[src/rtl/core/pwic_pkg.sv]
// Shared types and constants of the PID controller with integral clamp.
// Used by every module under rtl/core; depends on nothing else.
package pwic_pkg;

  // Default width of the internal error path.
  localparam int DATA_WIDTH_DEF = 32;

  // Port field widths (fixed by the stream format).
  localparam int FIELD_W      = 32;
  localparam int IN_TDATA_W   = 2 * FIELD_W;
  localparam int IN_TUSER_W   = 1;
  localparam int OUT_TDATA_W  = 2 * FIELD_W;
  localparam int OUT_TUSER_W  = 2;

  // Bit positions inside the result tuser.
  localparam int OUT_CLAMP_BIT = 0;
  localparam int OUT_SAT_BIT   = 1;

  // Configuration register file.
  localparam int GAIN_W     = 31;
  localparam int LIM_W      = 31;
  localparam int SUM_LIM_W  = 39;
  localparam int CFG_W      = 39;
  localparam int CFG_ADDR_W = 3;

  typedef enum logic [CFG_ADDR_W-1:0] {
    REG_PROP_GAIN        = 3'd0,
    REG_INTEG_GAIN       = 3'd1,
    REG_DERIV_GAIN       = 3'd2,
    REG_INTEG_TERM_LIMIT = 3'd3,
    REG_INTEG_SUM_LIMIT  = 3'd4,
    REG_DRIVE_LIMIT      = 3'd5
  } cfg_reg_t;

  typedef struct packed {
    logic [GAIN_W-1:0]    prop_gain;
    logic [GAIN_W-1:0]    integ_gain;
    logic [GAIN_W-1:0]    deriv_gain;
    logic [LIM_W-1:0]     integ_term_limit;
    logic [SUM_LIM_W-1:0] integ_sum_limit;
    logic [LIM_W-1:0]     drive_limit;
  } cfg_t;

  // Q16.16 fraction.
  localparam int FRAC_W = 16;

  // Running error sum.
  localparam int SUM_W = 40;

  // Clamp threshold divider: quotient of {term limit, all-ones fraction} by the gain.
  localparam int QUO_W      = LIM_W + FRAC_W;
  localparam int DIV_STEPS  = QUO_W;
  localparam int DIV_CNT_W  = $clog2(DIV_STEPS + 1);

  // Term magnitudes saturate at 2^60; signed terms and their total.
  localparam int TERM_MAG_W = 61;
  localparam int TERM_W     = TERM_MAG_W + 1;
  localparam int TOTAL_W    = TERM_W + 2;
  localparam logic [TERM_MAG_W-1:0] TERM_CAP = TERM_MAG_W'(1) << (TERM_MAG_W - 1);

  // Register stages inside one term unit (magnitude, partial products, combine).
  localparam int TERM_LAT = 3;

endpackage

[src/rtl/core/pwic_term.sv]
// One gain term: magnitude, split partial products, combine with the 2^60
// cap, optional clamp to a limit, sign restore. Three stages. Uses pwic_pkg.
module pwic_term
  import pwic_pkg::*;
#(
  parameter int VW = DATA_WIDTH_DEF
) (
  input  logic                     clk,
  input  logic                     advance,
  input  logic [GAIN_W-1:0]        gain,
  input  logic signed [VW-1:0]     value,
  input  logic                     clamp,
  input  logic [LIM_W-1:0]         limit,
  output logic signed [TERM_W-1:0] term
);

  localparam int MW = (VW > FRAC_W) ? VW : FRAC_W + 1;
  localparam int HW = MW - FRAC_W;
  localparam int PW = GAIN_W + HW;
  localparam int LW = GAIN_W + FRAC_W;
  localparam int TW = PW + 1;
  localparam int CW = (TW > TERM_MAG_W) ? TW : TERM_MAG_W;

  logic [VW-1:0]             mag_v;
  logic [MW-1:0]             mag_b;
  logic                      neg_b;
  logic                      clamp_b;
  logic [PW-1:0]             prod_hi;
  logic [LW-1:0]             prod_lo;
  logic                      neg_c;
  logic                      clamp_c;
  logic [TW-1:0]             sum_d;
  logic [TERM_MAG_W-1:0]     capped;
  logic signed [TERM_W-1:0]  mag_s;
  logic signed [TERM_W-1:0]  lim_s;

  assign mag_v = value[VW-1] ? VW'(-value) : VW'(value);

  always_ff @(posedge clk) begin
    if (advance) begin
      mag_b   <= MW'(mag_v);
      neg_b   <= value[VW-1];
      clamp_b <= clamp;
      prod_hi <= PW'(gain) * PW'(mag_b[MW-1:FRAC_W]);
      prod_lo <= LW'(gain) * LW'(mag_b[FRAC_W-1:0]);
      neg_c   <= neg_b;
      clamp_c <= clamp_b;
    end
  end

  // (g * m) >> 16 equals g * (m >> 16) + ((g * low16) >> 16).
  always_comb begin
    sum_d  = TW'(prod_hi) + TW'(prod_lo[LW-1:FRAC_W]);
    capped = (CW'(sum_d) > CW'(TERM_CAP)) ? TERM_CAP : TERM_MAG_W'(sum_d);
    mag_s  = $signed({1'b0, capped});
    lim_s  = $signed(TERM_W'(limit));
  end

  always_ff @(posedge clk) begin
    if (advance) begin
      if (clamp_c) begin
        term <= neg_c ? -lim_s : lim_s;
      end else begin
        term <= neg_c ? -mag_s : mag_s;
      end
    end
  end

endmodule

[config.mk]
export PLATFORM = sky130hd
export DESIGN_NAME = pwic_term
export DESIGN_NICKNAME = d
export VERILOG_FILES = /design/src/rtl/core/pwic_pkg.sv /design/src/rtl/core/pwic_term.sv
export SDC_FILE = /design/constraint.sdc
export NUM_CORES = 2
export LEC_CHECK = 0
export CAP_MARGIN = 20
export CORE_AREA = 2 2 411 413
export DETAILED_ROUTE_END_ITERATION = 10
export DIE_AREA = 0 0 413 415
export DONT_BUFFER_PORTS = 1
export PLACE_DENSITY = 0.43
export SLEW_MARGIN = 20
export SYNTH_ARGS = -nofsm -noshare
export SYNTH_HDL_FRONTEND = slang
export SYNTH_SLANG_ARGS = --single-unit
[constraint.sdc]
create_clock -name clk -period 14.3 [get_ports clk]
set_input_delay 2.145 -clock clk [delete_from_list [all_inputs] [get_ports clk]]
set_output_delay 2.145 -clock clk [all_outputs]
set_load 0.02 [all_outputs]
# Word-level counts from Yosys, hierarchy flattened
# Cells that the tools add are included.
# Widths: inputs -> output; s select.
# totals
inputBits	97
out_inout_bits	62
reg_bits	192
word_cells	21
# op_classes
addsub	4
order_cmp	1
multipliers	2
mux	5
# op_table
op	count
$mux 62	3
$mul 31x16->47	2
$neg 31->62	1
$neg 61->62	1
$gt 48x61->1 const B	1
$mux 61	1
$add 47x31->48	1
$neg 32->32	1
$mux 31	1

# Longest topological paths before layout
# logic_depth
ltp_word	6
mapped_depth	26
ltp_nobuf	25

# Worst setup path after synthesis
# No wires, ideal clock.
# synth_path
path_type	input to register
start	input gain[7]
end	register prod_lo[44], data pin
t_required_ps	14035
setup_slack_ps	5957
cell_stages	25
n_path_buf	1
arrival_ps	8078
setup_ps	265
cell_sequence	clkbuf_1 > nand2_1 > fa_1 > inv_1 > fa_1 > inv_1 > fa_1 > inv_1 > fa_1 > fa_1 > inv_1 > fa_1 > inv_1 > ha_1 > a21o_1 > a21oi_1 > o221ai_1 > a221oi_1 > o211ai_1 > a21o_1 > a31oi_1 > o311ai_0 > a21oi_1 > o21ai_0 > xor2_1
# synth_via
elab_chain_cells	1
# synth_lines
element	line	rtl
start, declared	pwic_term.sv:10	input logic [GAIN_W-1:0] gain,
$mul 31x16->47	pwic_term.sv:45	prod_lo <= LW'(gain) * LW'(mag_b[FRAC_W-1:0]);
end signal, assigned	pwic_term.sv:45	
end, declared	pwic_term.sv:29	logic [LW-1:0] prod_lo;
# No other way between the ends.
# A chain may end at the register's enable or synchronous reset.

# Worst setup path after layout
# layout_path
start	input gain[10]
end	register prod_lo[44], data pin
# Same word-level chain as after synthesis.

==> impl_metrics.toml <==
[sta]
holdWs_ns = 0.428
slew_viol_final = 0
setup_ws_ns = 6.02
fin_crit_ns = 8.28
setup_viol = 0
finalHoldViolCount = 0
max_freq_ghz = 0.121
rsz0062_at_grt = "false"
skew_ns = 0.0219
slew_headroom_pct = 33.4
post-route-period-util_pct = 57.9
fin_tns_setup_ns = 0
max_slew.worst_pin.slew_ns = 0.974

[hold_path]
min_path_type = "flop to flop"
hp-start = "neg_b"

[clocking]
post_cts_buffers = 0
cts_buffer_depth = 2
cts_num_sinks = 176
hold_buffers = 0
cts_root_buf = "clkbuf_16"
clk_latency_ns = 0.53
cts_tree = "done"
cts_made_buffers = 17
ctsResizeCount = 0
htreeDepth = 4
clk_pin_slew_ns = 0.09

[floorplanning]
die_h_microns = 415
chipWidth_microns = 413
ios = 159
design.die.area_sq_um = 171000
rows = 150
core_sq_um = 167000
start_util_pct = 25.0

[detailed_routing]
dr.pass1.iters = 6
wl_per_cell_microns = 18.9
ant_nets = 0
drt_iter0_markers = 1867
wl_mm = 126
via_count = 30300
via_per_inst = 4.55
drc = 0

[synth]
synth_cells = 4622
syn_nets = 5796
ys_seq_elements = 176
synth-edff-count = 176
ys_types = 82
syn_avg_cell_area_sq_um = 9.00
synth_flop_cell = "edfxtp_1"
syn_area_sq_um = 41600
ys_warn_count = 0
yosysSeqAreaShare_pct = 12.7
synthArstFlopShare_pct = 0

[critical_path]
crit_start = "gain[10]"
start_kind = "input port"
path_class = "input port to flop"
end_kind = "flop"
critPathRequiredTime_ns = 14.58
crit_arrival_ns = 8.56
critPathMaxFanout = 32
worstReg2RegStart = "mag_b[1]"

[place]
dp_slack_ns = 5.49
gp_congestion = 0.819
port_buffers = 0
post-dp-hpwl_mm = 95.4
dp.cells = 6619

[run]
maxCapViolations = 0

[grt]
antenna_found_initial = 5
grt_pass1_wl_mm = 199
grt_pass1_vias = 32300
track_usage_pct = 15.0
grt_max_degree = 177
grt-ovfl-total = 0

[final_layout]
mostFrequentLayoutCells = "inv_1 (912), fa_1 (808), nand2_1 (702), and2_1 (423), ha_1 (269)"
final_nets = 5608
final_common_cell = "inv_1"
area_delta_synth_final_pct = 6.65
fin_cells = 6654
fill_cells = 18000
drive_gt1_share_pct = 2.20

[outcome]
status = "completed"
flip-flops by register name (all words and copies together) (netlist names):
name and count:
prod_hi 47, neg_c 1, mag_b 32, neg_b 1, clamp_b 1, term 62, clamp_c 1, prod_lo 31
final cells by class:
| class | count | area (sq um) | area share, % |
|---|---|---|---|
| diodes | 3 | 7.51 | 0.0169 |
| flip-flops and latches | 176 | 5290 | 11.9 |
| clock inverters | 15 | 225 | 0.508 |
| multi-input cells | 3290 | 32000 | 72.0 |
| clock buffers | 17 | 425 | 0.959 |
| well taps | 2204 | 2760 | 6.22 |
| inverters | 912 | 3420 | 7.72 |
| repair buffers | 37 | 278 | 0.626 |
critical path, stage by stage:
cell and delay [ns]:
and2_1 0.17, fa_1 0.53, inv_1 0.05, fa_1 0.48, fa_1 0.52, inv_1 0.06, fa_1 0.49, fa_1 0.50
inv_1 0.05, fa_1 0.48, inv_1 0.04, ha_1 0.31, a21o_1 0.17, a21oi_1 0.13, o221ai_1 0.13, a221oi_1 0.36
o211ai_1 0.22, a21o_1 0.30, a31oi_1 0.46, o311ai_0 0.27, a21oi_1 0.31, o21ai_0 0.18, xor2_1 0.17
Yosys cell counts, drive strengths merged, types with 19 or more instances:
| cell type | number | share of area, % |
|---|---|---|
| and2 | 423 | 6.4 |
| a21oi | 131 | 1.6 |
| o21bai | 19 | 0.34 |
| nor2 | 116 | 1.0 |
| a31oi | 25 | 0.38 |
| o211ai | 21 | 0.38 |
| a211oi | 33 | 0.62 |
| nand3 | 56 | 0.67 |
| nand4 | 24 | 0.36 |
| nand2b | 21 | 0.32 |
| o31ai | 26 | 0.47 |
| inv | 912 | 8.2 |
| a21o | 60 | 1.1 |
| nor3 | 52 | 0.64 |
| xnor2 | 111 | 2.3 |
| ha | 269 | 8.1 |
| clkbuf | 239 | 2.2 |
| nand2 | 702 | 6.3 |
| fa | 808 | 39 |
| edfxtp | 176 | 13 |
| o21ai | 111 | 1.3 |
| xor2 | 46 | 0.97 |
cell families after synthesis:
group                      count (synthesis)  share of synthesized area, %
adders and majority gates               1077                          47.0
muxes                                      7                         0.205
xor gates and xnor gates                 157                          3.31
and+or+nand+nor                         1506                          17.7
AOI/OAI and AO/OA                        543                          8.65
buffers and inverters                   1156                          10.5
DFF                                      176                          12.7
per-stage QoR:
step	utilization, %	cell area (sq um)
after floorplan	-	41600
after global placement	26.2	43700
after detailed placement	26.2	43700
after CTS	26.6	44400
after global routing	26.6	44400
final	26.6	44400
final timing paths:
path / to / slack (ns) / cells past startpoint
max: prod_lo[44] / 6.02 / 23
min: neg_c / 0.43 / 0
max reg2reg: prod_lo[44] / 6.58 / 23
min reg2reg: neg_c / 0.43 / 0
layer usage:
layer / part of all wire [%] / routed length, microns / GRT usage [%]
met1: 49 / 62300 / 22.1
met5: 0 / 0 / 0
met4: 0.76 / 957 / 2.07
met3: 5.1 / 6390 / 2.32
met2: 45 / 56400 / 23.6
Power is not shown: default switching activity piles up to over one toggle a cycle in this logic, so the estimate is an artifact.
