[src/rtl/core/pwic_pkg.sv]
// Shared types and constants of the PID controller with integral clamp.
// Used by every module under rtl/core; depends on nothing else.
package pwic_pkg;

  // Default width of the internal error path.
  localparam int DATA_WIDTH_DEF = 32;

  // Port field widths (fixed by the stream format).
  localparam int FIELD_W      = 32;
  localparam int IN_TDATA_W   = 2 * FIELD_W;
  localparam int IN_TUSER_W   = 1;
  localparam int OUT_TDATA_W  = 2 * FIELD_W;
  localparam int OUT_TUSER_W  = 2;

  // Bit positions inside the result tuser.
  localparam int OUT_CLAMP_BIT = 0;
  localparam int OUT_SAT_BIT   = 1;

  // Configuration register file.
  localparam int GAIN_W     = 31;
  localparam int LIM_W      = 31;
  localparam int SUM_LIM_W  = 39;
  localparam int CFG_W      = 39;
  localparam int CFG_ADDR_W = 3;

  typedef enum logic [CFG_ADDR_W-1:0] {
    REG_PROP_GAIN        = 3'd0,
    REG_INTEG_GAIN       = 3'd1,
    REG_DERIV_GAIN       = 3'd2,
    REG_INTEG_TERM_LIMIT = 3'd3,
    REG_INTEG_SUM_LIMIT  = 3'd4,
    REG_DRIVE_LIMIT      = 3'd5
  } cfg_reg_t;

  typedef struct packed {
    logic [GAIN_W-1:0]    prop_gain;
    logic [GAIN_W-1:0]    integ_gain;
    logic [GAIN_W-1:0]    deriv_gain;
    logic [LIM_W-1:0]     integ_term_limit;
    logic [SUM_LIM_W-1:0] integ_sum_limit;
    logic [LIM_W-1:0]     drive_limit;
  } cfg_t;

  // Q16.16 fraction.
  localparam int FRAC_W = 16;

  // Running error sum.
  localparam int SUM_W = 40;

  // Clamp threshold divider: quotient of {term limit, all-ones fraction} by the gain.
  localparam int QUO_W      = LIM_W + FRAC_W;
  localparam int DIV_STEPS  = QUO_W;
  localparam int DIV_CNT_W  = $clog2(DIV_STEPS + 1);

  // Term magnitudes saturate at 2^60; signed terms and their total.
  localparam int TERM_MAG_W = 61;
  localparam int TERM_W     = TERM_MAG_W + 1;
  localparam int TOTAL_W    = TERM_W + 2;
  localparam logic [TERM_MAG_W-1:0] TERM_CAP = TERM_MAG_W'(1) << (TERM_MAG_W - 1);

  // Register stages inside one term unit (magnitude, partial products, combine).
  localparam int TERM_LAT = 3;

endpackage

[src/rtl/core/pwic_cfg.sv]
// Configuration registers and the serial divider that turns the integral
// gain and term limit into a clamp threshold on the error sum. Uses pwic_pkg.
module pwic_cfg
  import pwic_pkg::*;
(
  input  logic                  clk,
  input  logic                  rst,
  input  logic                  cfg_we,
  input  logic [CFG_ADDR_W-1:0] cfg_addr,
  input  logic [CFG_W-1:0]      cfg_wdata,
  output cfg_t                  cfg,
  output logic [QUO_W-1:0]      clamp_level,
  output logic                  busy
);

  logic                 restart;
  logic                 pending;
  logic [DIV_CNT_W-1:0] count;
  logic [GAIN_W-1:0]    rem;
  logic [QUO_W-1:0]     quo;
  logic [GAIN_W:0]      trial;
  logic [GAIN_W:0]      trial_sub;
  logic                 fits;

  always_ff @(posedge clk) begin
    if (rst) begin
      cfg <= '0;
    end else if (cfg_we) begin
      unique case (cfg_reg_t'(cfg_addr))
        REG_PROP_GAIN:        cfg.prop_gain        <= cfg_wdata[GAIN_W-1:0];
        REG_INTEG_GAIN:       cfg.integ_gain       <= cfg_wdata[GAIN_W-1:0];
        REG_DERIV_GAIN:       cfg.deriv_gain       <= cfg_wdata[GAIN_W-1:0];
        REG_INTEG_TERM_LIMIT: cfg.integ_term_limit <= cfg_wdata[LIM_W-1:0];
        REG_INTEG_SUM_LIMIT:  cfg.integ_sum_limit  <= cfg_wdata[SUM_LIM_W-1:0];
        REG_DRIVE_LIMIT:      cfg.drive_limit      <= cfg_wdata[LIM_W-1:0];
        default: ;
      endcase
    end
  end

  assign restart = cfg_we && (cfg_addr == REG_INTEG_GAIN ||
                              cfg_addr == REG_INTEG_TERM_LIMIT);

  // One restoring division step per cycle.
  assign trial     = {rem, quo[QUO_W-1]};
  assign trial_sub = trial - {1'b0, cfg.integ_gain};
  assign fits      = trial >= {1'b0, cfg.integ_gain};

  always_ff @(posedge clk) begin
    if (rst) begin
      pending <= 1'b0;
      count   <= '0;
    end else begin
      if (restart) begin
        pending <= 1'b1;
      end else begin
        pending <= 1'b0;
      end
      if (pending) begin
        count <= DIV_CNT_W'(DIV_STEPS);
      end else if (count != '0) begin
        count <= count - DIV_CNT_W'(1);
      end
    end
  end

  always_ff @(posedge clk) begin
    if (pending) begin
      quo <= {cfg.integ_term_limit, {FRAC_W{1'b1}}};
      rem <= '0;
    end else if (count != '0) begin
      quo <= {quo[QUO_W-2:0], fits};
      rem <= fits ? trial_sub[GAIN_W-1:0] : trial[GAIN_W-1:0];
    end
  end

  assign clamp_level = quo;
  assign busy        = pending || (count != '0);

endmodule

[config.mk]
export PLATFORM = sky130hd
export DESIGN_NAME = pwic_cfg
export DESIGN_NICKNAME = d
export VERILOG_FILES = /design/src/rtl/core/pwic_pkg.sv /design/src/rtl/core/pwic_cfg.sv
export SDC_FILE = /design/constraint.sdc
export NUM_CORES = 1
export LEC_CHECK = 0
export BUFFER_PORTS_ARGS = -buffer_cell sky130_fd_sc_hd__buf_2
export CORE_ASPECT_RATIO = 0.5
export CORE_MARGIN = 10
export CORE_UTILIZATION = 35
export DETAILED_ROUTE_END_ITERATION = 12
export HOLD_SLACK_MARGIN = 0.02
export SYNTH_ARGS = -nofsm -noshare
export SYNTH_HDL_FRONTEND = slang
export SYNTH_SLANG_ARGS = --single-unit
[constraint.sdc]
create_clock -name clk -period 5.73 [get_ports clk]
set_clock_uncertainty 0.05 [all_clocks]
set_input_delay 1.4325 -clock clk [delete_from_list [all_inputs] [get_ports clk]]
set_output_delay 1.4325 -clock clk [all_outputs]
set_load 0.02 [all_outputs]
Word-level counts from Yosys, hierarchy flattened
Cells that the tools add are included.
- register bits after elaboration: 279
- memories: 0
- bits in latches: 0
- bits in writable memories: 0
- output and inout port bits: 242
- bits in read-only memories: 0
- div/mod/pow operators: 0
- shifts and indexed selects: 0
- magnitude comparators: 1
- multipliers: 0
- add/subtract/negate cells: 2
- bitwise gates (word level): 0
- reductions and logical operators: 13
- equal/unequal tests: 5
- mux-type cells: 6
- operators by type and width (cell ; count):
    $mux W47 ; 2
    $ge A32 B31 Y1 ; 1
    $mux W31 ; 1
    $sub A31 B31 Y31 ; 1
    $mux W6 ; 2
    $reduce_and A2 Y1 ; 6
    $eq A3 B2 Y1 const B ; 2
    $eq A3 B3 Y1 const B ; 2
    $reduce_bool A6 Y1 ; 1
    $sub A6 B1 Y6 const B ; 1
    $eq A3 B1 Y1 const B ; 1
    $logic_not A3 Y1 ; 1
    $logic_or A1 B1 Y1 ; 2
    $reduce_bool A2 Y1 ; 1
    $reduce_or A2 Y1 ; 1
    $logic_and A1 B1 Y1 ; 1
    $mux W1 ; 1

Logic depth before layout (Yosys ltp)
- depth in word-level cells: 4
- mapped depth: 13
- mapped depth without buffers: 11

Worst setup path before layout
OpenSTA, ideal clock, no wires.
- path type: register -> output
- start point: register count[0]
- end point: output port busy
- data arrival time: 1655 ps
- buffers on the path: 0
- setup slack: 2592 ps
- cell stages (with the launch flop): 6
- data required time: 4248 ps
- cell sequence: dfxtp_1 -> inv_1 -> ha_1 -> nand3_1 -> nor2_2 -> inv_1
- cells in the longest elaborated chain, start to end: 2
- RTL lines (item ; RTL line ; text):
    start, declared ; pwic_cfg.sv:18 ; logic [DIV_CNT_W-1:0] count;
    start signal, assigned ; pwic_cfg.sv:60 ; count <= DIV_CNT_W'(DIV_STEPS);
    start signal, assigned ; pwic_cfg.sv:62 ; count <= count - DIV_CNT_W'(1);
    $reduce_bool A6 Y1 ; pwic_cfg.sv:78 ; assign busy = pending || (count != '0);
    $logic_or A1 B1 Y1 ; pwic_cfg.sv:78 ;
    end, declared ; pwic_cfg.sv:13 ; output logic busy
Every way passes these cells.

Worst setup path after layout
- start point: register count[2]
- end point: output port busy
The elaborated chain is that of the path after synthesis.

==> impl_metrics.toml <==
[run_status]
status = "completed"

[die]
rows = 48
die-area_sq_mm = 0.0435
core_sq_mm = 0.0345
boundaryPins = 287
die_h_um = 153
die_w_um = 285
initial_core_util_pct = 35.6

[route]
wl_per_cell_um = 18.7
vias = 11242
ant_nets = 0
remaining_drc_errors = 0
routed_wl_um = 42600
post_drt_via_cell_ratio = 4.95
first_iter_violations = 812
first_pass_iters = 5

[power_and_ir_drop]
p_int_uw = 4770
p_clk_share_pct = 24.8
p_seq_share_pct = 33.6
p_leak_uw = 0.00623
ir_drop_v = 0.000294
powerDensity_mw_per_mm2 = 521
power_uw = 7840
swShare_pct = 39.2
comb_power_share_pct = 41.6
p_switching_uw = 3070

[cts]
cts_tree = "built"
clk_path_buf_depth = 3
post_cts_resize_count = 0
path_clk_slew_ns = 0.06
cts-root-buf = "clkbuf_16"
cts_setup_buffers = 0
clock-sinks = 279
clk-insertion-delay-late_ns = 0.56
h-tree-depth = 1
numCtsBuffers = 28
hold_buffers = 0

[sta]
max_freq_mhz = 257
holdWs_ns = 0.402
relSlewSlack_pct = 27.8
setup_viol = 0
period_share_pct = 67.8
min_period_ns = 3.88
rsz0062_at_grt = "false"
hold_viol_final = 0
worst_pin_slew_ns = 1.08
tns_ns = 0
slew_viol_final = 0

[finish]
n_antenna_cell = 0
final_core_util_pct = 43.5
stdcell_count = 2273
drive_gt1_share_pct = 21.4
nets = 1855
nFillCells = 3525
area_growth_syn_to_layout_pct = 22.3

[synth]
synth_most_common_cell = "nand2_1"
synth_top_cells_by_count = "nand2_1, dfxtp_1, a21oi_1, clkbuf_1"
synth_edf_count = 31
yosysTopAreaCellShare_pct = 40.4
ys_types = 74
netlist_area_sq_mm = 0.0123
synth_top_area_cell = "dfxtp_1"
synthArstFlopShare_pct = 0
syn_avg_cell_area_sq_um = 7.97
syn-num-nets = 1622
ys_ff_latch = 279
synth_flop_cell = "dfxtp_1"
ys_warn_count = 0
synth_area_leaders = "dfxtp_1, nand2_1, a21oi_1"
yosysSeqAreaShare_pct = 47.9
syn_inst = 1543

[critical_path]
cp.required_ns = 4.25
path_delay_family = "simple AND/OR/NAND/NOR gates"
slowest_stage = "nor2_2"
critical_path_class = "reg -> out"
worstSetupEndpointType = "output port"
critPathBufInv = 3
slowest_delay_ns = 0.52
cp.arrival_ns = 2.40
cp-start-kind = "register"
worstPathCellList = "nor2_1 -> nand3_4 -> nor2_2 -> inv_1 -> buf_4 -> buf_2"
path_max_fanout = 32

[place]
dp.cells = 2221
dp_hpwl_um = 30000
gp_congestion = 0.833
io_buffer_count = 286

[global_routing]
top_usage_layer = "met2"
grt_max_degree = 128
grt_first_pass_wirelength_um = 64700
antenna_found_initial = 0
use_met1_pct = 23.4
grtUsageMet3_pct = 2.26
use_met2_pct = 32.7
grt_overflow = 0
grtUsageTotal_pct = 18.6
grt_pass1_vias = 10472

[flow_run]
drv_cap = 0

[hold_path]
hp-class = "reg -> reg"
metal layers:
metal  share of wire, %  routed length (um)
met5                  0                   0
met2                 50               21300
met3                3.6                1520
met1                 43               18500
met4                3.0                1270
registers in the layout, indices dropped and copies added, names as in the netlist:
register     count
pending          1
cfg            194
clamp_level     47
count            6
rem             31
worst reg2reg max path, cell delays in order, from the launching register on:
cell and delay (ns):
dfxtp_1 0.35, inv_1 0.05, ha_1 0.36, a21o_1 0.24, or3_4 0.36, o221ai_1 0.20
a21oi_1 0.13, o21ai_4 0.44, buf_4 0.49, nor4b_1 0.11, a2111oi_0 0.41, a211oi_1 0.13
stage by stage:
step	worst slack [ns]	area (sq um)
final	1.85	15000
after global routing	1.69	15000
after CTS	1.82	15000
after detailed placement	2.25	14100
after global placement	2.34	14100
after floorplan	2.59	12300
power groups by stage:
stage / registers [uW] / clock network (uW) / logic, uW
2_1_floorplan: 2850 / 0 / 2250
3_3_place_gp: 2670 / 0 / 3250
3_5_place_dp: 2670 / 0 / 3260
4_1_cts: 2630 / 1970 / 3280
5_1_grt: 2670 / 2050 / 3650
6_report: 2630 / 1940 / 3260
final timing paths:
path / cells past startpoint / startpoint / slack, ns / to
setup / recovery: 6 / count[2] / 1.85 / busy
hold / removal: 2 / cfg[111] / 0.40 / cfg[111]
setup reg to reg: 11 / cfg[136] / 2.25 / rem[29]
hold reg to reg: 2 / cfg[111] / 0.40 / cfg[111]
cell usage in the layout (no fill, tap or decap), types with 6 or more instances in the layout:
cell,n
xnor2_1,11
nor2_1,49
buf_2,285
o21ai_0,52
nor2b_1,13
nand3b_1,15
a211oi_1,23
mux2i_1,9
clkinv_2,8
inv_1,44
dfxtp_1,247
buf_4,17
nand4_1,7
and3_1,6
o21a_1,9
ha_1,33
a21o_1,14
clkbuf_16,29
a21oi_1,237
xor2_1,7
nor3_1,12
edfxtp_1,31
nand3_1,10
nor3b_1,8
nand2_1,506
area by class of cell:
type                    count  area, sq um  area share (%)
clock buffers              37          796            5.29
multi-input cells        1120         5850            38.9
repair buffers            303         1570            10.4
well taps                 475          594            3.95
inverters                  44          165            1.10
flip-flops and latches    279         5900            39.2
clock inverters            15          163            1.08
cells by family (layout without fill, tap and decap cells):
logic type                 after synthesis  after routing  share of synthesized area (%)
and+or+nand+nor                        668            668                           23.0
AOI/OAI and AO/OA                      388            388                           18.5
DFF                                    279            279                           47.9
buffers and inverters                  144            399                           4.78
adders and majority gates               34             34                           3.52
xor gates and xnor gates                18             18                           1.28
muxes                                   12             12                           1.01
Power figures use the tool's default switching activity.
