`src/rtl/core/pwic_pkg.sv`:
```
// Shared types and constants of the PID controller with integral clamp.
// Used by every module under rtl/core; depends on nothing else.
package pwic_pkg;

  // Default width of the internal error path.
  localparam int DATA_WIDTH_DEF = 32;

  // Port field widths (fixed by the stream format).
  localparam int FIELD_W      = 32;
  localparam int IN_TDATA_W   = 2 * FIELD_W;
  localparam int IN_TUSER_W   = 1;
  localparam int OUT_TDATA_W  = 2 * FIELD_W;
  localparam int OUT_TUSER_W  = 2;

  // Bit positions inside the result tuser.
  localparam int OUT_CLAMP_BIT = 0;
  localparam int OUT_SAT_BIT   = 1;

  // Configuration register file.
  localparam int GAIN_W     = 31;
  localparam int LIM_W      = 31;
  localparam int SUM_LIM_W  = 39;
  localparam int CFG_W      = 39;
  localparam int CFG_ADDR_W = 3;

  typedef enum logic [CFG_ADDR_W-1:0] {
    REG_PROP_GAIN        = 3'd0,
    REG_INTEG_GAIN       = 3'd1,
    REG_DERIV_GAIN       = 3'd2,
    REG_INTEG_TERM_LIMIT = 3'd3,
    REG_INTEG_SUM_LIMIT  = 3'd4,
    REG_DRIVE_LIMIT      = 3'd5
  } cfg_reg_t;

  typedef struct packed {
    logic [GAIN_W-1:0]    prop_gain;
    logic [GAIN_W-1:0]    integ_gain;
    logic [GAIN_W-1:0]    deriv_gain;
    logic [LIM_W-1:0]     integ_term_limit;
    logic [SUM_LIM_W-1:0] integ_sum_limit;
    logic [LIM_W-1:0]     drive_limit;
  } cfg_t;

  // Q16.16 fraction.
  localparam int FRAC_W = 16;

  // Running error sum.
  localparam int SUM_W = 40;

  // Clamp threshold divider: quotient of {term limit, all-ones fraction} by the gain.
  localparam int QUO_W      = LIM_W + FRAC_W;
  localparam int DIV_STEPS  = QUO_W;
  localparam int DIV_CNT_W  = $clog2(DIV_STEPS + 1);

  // Term magnitudes saturate at 2^60; signed terms and their total.
  localparam int TERM_MAG_W = 61;
  localparam int TERM_W     = TERM_MAG_W + 1;
  localparam int TOTAL_W    = TERM_W + 2;
  localparam logic [TERM_MAG_W-1:0] TERM_CAP = TERM_MAG_W'(1) << (TERM_MAG_W - 1);

  // Register stages inside one term unit (magnitude, partial products, combine).
  localparam int TERM_LAT = 3;

endpackage

```
`src/rtl/core/pwic_loop.sv`:
```
// Input register and the state loop: error, running sum with clamp
// decision, and derivative difference. Uses pwic_pkg.
module pwic_loop
  import pwic_pkg::*;
#(
  parameter int DATA_WIDTH = DATA_WIDTH_DEF
) (
  input  logic                         clk,
  input  logic                         rst,
  input  logic                         advance,
  input  logic                         take,
  input  logic                         action,
  input  logic [FIELD_W-1:0]           target,
  input  logic [FIELD_W-1:0]           measurement,
  input  cfg_t                         cfg,
  input  logic [QUO_W-1:0]             clamp_level,
  output logic                         valid_a,
  output logic signed [DATA_WIDTH-1:0] err_a,
  output logic signed [DATA_WIDTH:0]   dif_a,
  output logic signed [SUM_W-1:0]      sum_a,
  output logic                         clamp_a
);

  localparam int DW1  = DATA_WIDTH + 1;
  localparam int EXT  = (DATA_WIDTH > FIELD_W + 1) ? DATA_WIDTH : FIELD_W + 1;
  localparam int SEXT = ((DATA_WIDTH > SUM_W) ? DATA_WIDTH : SUM_W) + 1;
  localparam logic signed [EXT-1:0] EMAX =
    {{(EXT - DATA_WIDTH + 1){1'b0}}, {(DATA_WIDTH - 1){1'b1}}};
  localparam logic signed [EXT-1:0] EMIN =
    {{(EXT - DATA_WIDTH + 1){1'b1}}, {(DATA_WIDTH - 1){1'b0}}};
  localparam logic signed [SEXT-1:0] SMAX =
    {{(SEXT - SUM_W + 1){1'b0}}, {(SUM_W - 1){1'b1}}};
  localparam logic signed [SEXT-1:0] SMIN =
    {{(SEXT - SUM_W + 1){1'b1}}, {(SUM_W - 1){1'b0}}};

  logic                         valid0;
  logic                         action0;
  logic [FIELD_W-1:0]           target0;
  logic [FIELD_W-1:0]           meas0;

  logic signed [SUM_W-1:0]      error_sum;
  logic signed [DATA_WIDTH-1:0] prev_error;

  logic signed [EXT-1:0]        raw;
  logic signed [EXT-1:0]        err_sat;
  logic signed [DATA_WIDTH-1:0] err;
  logic signed [SEXT-1:0]       sum_raw;
  logic signed [SUM_W-1:0]      sum_sat;
  logic                         sum_neg;
  logic [SUM_W-1:0]             sum_mag;
  logic                         clamp;
  logic signed [SUM_W-1:0]      sum_lim;
  logic signed [SUM_W-1:0]      sum_next;
  logic signed [DW1-1:0]        dif;

  always_ff @(posedge clk) begin
    if (rst) begin
      valid0 <= 1'b0;
    end else if (advance) begin
      valid0 <= take;
    end
  end

  always_ff @(posedge clk) begin
    if (advance) begin
      action0 <= action;
      target0 <= target;
      meas0   <= measurement;
    end
  end

  always_comb begin
    raw = EXT'($signed(target0)) - EXT'($signed(meas0));
    priority if (raw > EMAX) begin
      err_sat = EMAX;
    end else if (raw < EMIN) begin
      err_sat = EMIN;
    end else begin
      err_sat = raw;
    end
    err = DATA_WIDTH'(err_sat);

    sum_raw = SEXT'(error_sum) + SEXT'(err);
    priority if (sum_raw > SMAX) begin
      sum_sat = SUM_W'(SMAX);
    end else if (sum_raw < SMIN) begin
      sum_sat = SUM_W'(SMIN);
    end else begin
      sum_sat = SUM_W'(sum_raw);
    end

    // Clamp when floor(gain * |sum| / 2^16) exceeds the term limit, which
    // is |sum| above the precomputed threshold.
    sum_neg = sum_sat[SUM_W-1];
    sum_mag = sum_neg ? SUM_W'(-sum_sat) : SUM_W'(sum_sat);
    clamp   = (cfg.integ_gain != '0) && (QUO_W'(sum_mag) > clamp_level);
    sum_lim = $signed({1'b0, cfg.integ_sum_limit});
    if (clamp) begin
      sum_next = sum_neg ? -sum_lim : sum_lim;
    end else begin
      sum_next = sum_sat;
    end

    dif = DW1'(err) - DW1'(prev_error);
  end

  always_ff @(posedge clk) begin
    if (rst) begin
      error_sum  <= '0;
      prev_error <= '0;
      valid_a    <= 1'b0;
    end else if (advance) begin
      valid_a <= valid0;
      if (valid0) begin
        if (action0) begin
          error_sum  <= '0;
          prev_error <= '0;
        end else begin
          error_sum  <= sum_next;
          prev_error <= err;
        end
      end
    end
  end

  // A clear step leaves every field at zero, so later stages produce zeros.
  always_ff @(posedge clk) begin
    if (advance) begin
      if (action0) begin
        err_a   <= '0;
        dif_a   <= '0;
        sum_a   <= '0;
        clamp_a <= 1'b0;
      end else begin
        err_a   <= err;
        dif_a   <= dif;
        sum_a   <= sum_sat;
        clamp_a <= clamp;
      end
    end
  end

  a_clear_zeroes_state: assert property (@(posedge clk) disable iff (rst)
    (advance && valid0 && action0) |=> (error_sum == '0 && prev_error == '0))
    else $error("state not cleared after a clear step");

endmodule

```
`config.mk`:
```
export PLATFORM = sky130hd
export DESIGN_NAME = pwic_loop
export DESIGN_NICKNAME = d
export VERILOG_FILES = /design/src/rtl/core/pwic_pkg.sv /design/src/rtl/core/pwic_loop.sv
export SDC_FILE = /design/constraint.sdc
export NUM_CORES = 1
export LEC_CHECK = 0
export BUFFER_PORTS_ARGS = -buffer_cell sky130_fd_sc_hd__buf_2
export CORE_UTILIZATION = 56
export CTS_CLUSTER_SIZE = 12
export DETAILED_ROUTE_END_ITERATION = 10
export GPL_ROUTABILITY_DRIVEN = 0
export PLACE_DENSITY = 0.82
export SYNTH_ARGS = -nofsm -noshare
export SYNTH_HDL_FRONTEND = slang
export SYNTH_SLANG_ARGS = --single-unit
```
`constraint.sdc`:
```
create_clock -name clk -period 10.1 [get_ports clk]
set_input_delay 1.515 -clock clk [delete_from_list [all_inputs] [get_ports clk]]
set_output_delay 1.515 -clock clk [all_outputs]
set_load 0.005 [all_outputs]
```
# Yosys cells after proc, flatten, opt, wreduce, memory -nomap -nowiden
# Cells that the tools add are included.
# word_totals
ff_bits	245
in_bits	310
output_inout_bits	107
wordCells	33
# op_classes
n_addsub	5
n_lt_le_gt_ge	5
muxes	9
n_reduce_logical	3
# ops
cell	count
2-to-1 mux 40 bit	6
2-to-1 mux 32 bit	3
subtractor 32 x 32 -> 33 bit	2
> comparator 40 x 47 -> 1 bit	1
adder 40 x 32 -> 41 bit	1
> comparator 41 x 40 -> 1 bit (second input constant)	1
less-than comparator 41 x 40 -> 1 bit (second input constant)	1
negator 39 -> 40 bit	1
negator 40 bit	1
> comparator 33 x 32 -> 1 bit (second input constant)	1
less-than comparator 33 x 32 -> 1 bit (second input constant)	1
nonzero test 31 bit	1
AND reduction 2 bit	1
logical AND 1 bit	1

# Longest topological paths before layout
# logic_depth
depth_word	14
depth_mapped	44
mapped_depth_nobuf	38

# Worst setup path before layout
# OpenSTA, ideal clock, no wires.
# synth_timing
path_kind	register to register
from	register meas0[1]
to	register error_sum[4]
setup_time_ns	0.063
t_arrival_ns	9.231
required_ns	10.037
setup_slack_ns	0.805
stages_incl_launch_ff	38
n_path_buf	2
synth_period_minus_slack_ns	9.295
path_cell_list	edfxtp_1 inv_1 ha_1 nor2b_1 o21a_1 o21ai_0 a311oi_1 a31oi_1 o21ai_0 a2111o_1 a311o_1 o211ai_1 clkbuf_1 o21bai_1 ha_1 fa_1 nor3_1 o21ai_1 (+2 left out) nor4_4 nand4_4 nor4b_4 nand2_2 o41ai_2 xnor2_1 ha_1 nand2_1 or3_1 nor4_1 nand4_1 o21ai_0 a211oi_1 a2111oi_0 o41ai_4 clkbuf_1 or3_1 nand3_1
# synth_between
elab_chain_len	14
word_cells_on_any_way	17
cone_classes	add/sub: 3; order compare: 5; mux: 8; reduce/logical: 1
# synth_rtl
element	line	rtl
start, declared	pwic_loop.sv:39	logic [FIELD_W-1:0] meas0;
start signal, assigned	pwic_loop.sv:68	meas0 <= measurement;
subtractor 32 x 32 -> 33 bit *	pwic_loop.sv:73	raw = EXT'($signed(target0)) - EXT'($signed(meas0));
less-than comparator 33 x 32 -> 1 bit	pwic_loop.sv:76	end else if (raw < EMIN) begin
2-to-1 mux 32 bit	pwic_loop.sv:76	
2-to-1 mux 32 bit *	pwic_loop.sv:74	priority if (raw > EMAX) begin
adder 40 x 32 -> 41 bit *	pwic_loop.sv:83	sum_raw = SEXT'(error_sum) + SEXT'(err);
less-than comparator 41 x 40 -> 1 bit	pwic_loop.sv:86	end else if (sum_raw < SMIN) begin
2-to-1 mux 40 bit	pwic_loop.sv:86	
2-to-1 mux 40 bit *	pwic_loop.sv:84	priority if (sum_raw > SMAX) begin
negator 40 bit	pwic_loop.sv:95	sum_mag = sum_neg ? SUM_W'(-sum_sat) : SUM_W'(sum_sat);
2-to-1 mux 40 bit	pwic_loop.sv:95	
> comparator 40 x 47 -> 1 bit	pwic_loop.sv:96	clamp = (cfg.integ_gain != '0) && (QUO_W'(sum_mag) > clamp_level);
logical AND 1 bit	pwic_loop.sv:96	
2-to-1 mux 40 bit *	pwic_loop.sv:98	if (clamp) begin
2-to-1 mux 40 bit *	pwic_loop.sv:115	if (action0) begin
end signal, assigned	pwic_loop.sv:119	error_sum <= sum_next;
end, declared	pwic_loop.sv:41	logic signed [SUM_W-1:0] error_sum;
# Mark *: on every way between the ends. The rest lies on a longest branch, timed or not.
# A chain may end at the register's enable or synchronous reset.

# Worst setup path after layout
# layout_timing
from	register meas0[1]
to	register error_sum[5]
# The elaborated chain is that of the path after synthesis.

==> results.md <==
* # Max-Cap Violations at 0
* Clk buf depth at 3
* GRT met3 Usage at 3.712%
* Max Clock Freq at 0.1038 GHz
* CTS sink cnt at 245
* Tightest Pin Transition at 1096 ps
* Complex-gate fraction of the synthesized area at 19.29%
* Vias at 17650
* Hold Vio Cnt, Final at 0
* Hold Buf Count CTS at 0
* Fillers at 2480
* Seq pwr share at 28.6%
* TritonCTS buffer count at 27
* Chip width at 182.2 um
* Antenna viol nets, final at 0
* Root Buffer: clkbuf_16
* WL/cell at 17.99 um
* Leak pwr at 0.009442 uW
* Post-synthesis sequential area ratio at 36.39%
* GR peak layer: met2
* Count of state elements after synthesis at 245
* Die area at 33190 sq um
* Overall Global Routing Usage at 30.28%
* Critical Path Fanout Max at 19
* Mapped Nets at 2595
* Largest family of logic cells by synthesized area: simple AND/OR/NAND/NOR gates
* P&R area growth vs syn at 19.70%
* Netlist cell types at 88
* Mapped Area at 18180 sq um
* GR Overflow Total at 0
* Worst Path Required at 10600 ps
* Critical path type: flip-flop to flip-flop
* Mux contribution to synthesized area at 0.3509%
* Mapped Cells at 2136
* Routed wire length at 51960 um
* Final min period at 9637 ps
* Clk_skew at 20.08 ps
* # setup viols final at 0
* CTS tree: yes
* Post-Synth Adder-Cell Area at 10.65%
* Core area at 31720 sq um
* Critical path arrival at 10140 ps
* Initial Util at 57.33%
* First-pass GRT wire length at 81280 um
* Power Density at 205.3 nW/um^2
* Number of I/O pins at 417
* Post-Synth Simple-Gate Area at 21.46%
* Post-synth EDFFs at 171
* Antenna diodes at 0
* Ys Warns at 0
* Switching share of power at 40.81%
* Post-synth top flop: edfxtp_1
* Peak supply drop at 0.0001472 V
* Die Span Y at 182.2 um
* Met1 GRT Util at 38.95%
* Layout cells sized above 1 at 20.91%
* Max transition margin at 26.93%
* Clock share of power at 20.8%
* Layout Cells excl Fill at 2889
* Internal power at 2645 uW
* Average size of a mapped cell at 8.512 sq um
* Worst-skew pair later-pin latency at 560 ps
* DRC viols at 0
* Number of DRC markers in iteration 0 at 1583
* Largest net degree at the start of global routing at 93
* Hpwl dp at 38810 um
* Met2 Track Usage GR at 50.87%
* P_sw at 1824 uW
* Vias in the first global route at 16720
* Count of pins over their slew limit at 0
* Period utilization at 95.41%
* Hold Crit Class: flip-flop to flip-flop
* Clk slew on worst S/H paths at 60 ps
* Setup TNS Final at 0 ps
* Vias/cell at 6.110
* XOR/XNOR share of the synthesized area at 6.840%
* Port bufs at 292
* Crit path capture type: flip-flop
* Synth async-reset ratio at 0%
* Inst Count DP at 2830
* Row count at 65
* Outcome: finished clean
* CP max-delay cell: or4b_4
* Crit path largest cell delay at 490 ps
* Worst setup SP type: flip-flop
* Commonest non-fill, non-tap cells in the layout: 292 x buf_2, 220 x nand2_1, 208 x nor2_1, 171 x edfxtp_1, 160 x o21ai_0
* Combinational share of power at 50.6%
* Most used cell, CP: buf_4
* Htree depth at 1
* Nets at 2926
* DR pass1 iterations at 7
* Commonest non-fill, non-tap cell in the layout: buf_2
* Antenna violations before repair at 0
[cell usage after synthesis (all sizes together) (39+ instances only)]
cell type | number | area share (%)
nand3 | 88 | 2.4
nor3 | 42 | 1.2
nand2 | 221 | 4.6
a21oi | 134 | 3.7
dfxtp | 74 | 8.1
edfxtp | 171 | 28
xor2 | 59 | 2.8
inv | 153 | 3.2
nor2b | 39 | 1.3
ha | 146 | 10
xnor2 | 83 | 4.0
a21o | 45 | 1.9
clkbuf | 73 | 1.5
nor2 | 219 | 4.5
or3 | 49 | 1.7
o21ai | 173 | 4.8
[through the flow]
stage          setup slack [ps]  area [sq um]  hold slack, ps  power (uW)  util, %
6_report                  463.4         21760           454.1        4469    68.62
5_1_grt                  -24.29         21760           484.3        4743    68.62
4_1_cts                   42.08         21370           457.9        4372    67.38
3_5_place_dp             -146.4         20530           444.5        3426    64.73
3_3_place_gp              114.8         20530           434.7        3349    64.73
2_1_floorplan             805.5         18180           425.0        2740        -
[registers in the layout (all words and copies together), names as in the netlist]
register / cells
error_sum: 40
sum_a: 40
dif_a: 33
err_a: 32
meas0: 32
prev_error: 32
target0: 32
action0: 1
clamp_a: 1
valid0: 1
valid_a: 1
[cell type report]
class	instances	area, sq um	share of cell area, %
Clock inverter	9	68.82	0.3162
Inverter	153	574.3	2.639
Clock buffer	40	744.5	3.421
Sequential cell	245	6616	30.40
Tap cell	402	503.0	2.311
Timing Repair Buffer	387	2232	10.26
Multi-Input combinational cell	1653	11030	50.66
[path summary, 6_finish.rpt]
kind | startpoint | endpoint | slack [ps] | cells past startpoint
setup / recovery | meas0[1]$_DFFE_PP_ | error_sum[5]$_SDFFE_PP0P_ | 460 | 42
hold / removal | prev_error[8]$_SDFFE_PP0P_ | prev_error[8]$_SDFFE_PP0P_ | 450 | 2
setup reg to reg | meas0[1]$_DFFE_PP_ | error_sum[5]$_SDFFE_PP0P_ | 460 | 42
hold reg to reg | prev_error[8]$_SDFFE_PP0P_ | prev_error[8]$_SDFFE_PP0P_ | 450 | 2
[repair_timing]
item | CTS | global route
setup buffers | 0 | 9
setup endpoints to repair | 40 | 41
pin swaps | 0 | 13
cloned | 0 | 1
endpoints found under the hold margin | 0 | 0
gates resized for setup | 12 | 78
[routing by layer]
layer / routed length [um] / share of wire (%)
met5: 0 / 0
met2: 24300 / 47
met3: 4148 / 8.0
met4: 2515 / 4.8
met1: 21000 / 40
[kinds of logic after synthesis]
family / after synthesis
xor+xnor: 142
mux: 6
simple gates: 800
flops: 245
fa+ha+maj: 154
compound gates: 551
buf+inv: 238
[worst max-delay path: cells and delay by family, from the launching register on]
kind	cells	cell delay (ps)
multiplexers	1	300
AND/OR/NAND/NOR	13	2560
adder cells (fa/ha/maj)	3	880
buffers and inverters	8	1290
flip-flops	1	410
AO/OA/AOI/OAI	17	4090
[power by group through the flow]
stage                     Combinational (uW)  Sequential (uW)  Clock (uW)
after floorplan                         1450             1290           0
after global routing                    2480             1290         974
after detailed placement                2130             1300           0
after CTS                               2150             1280         940
final                                   2260             1280         928
after global placement                  2050             1290           0
Note: power is estimated with default switching activity, not from simulation.
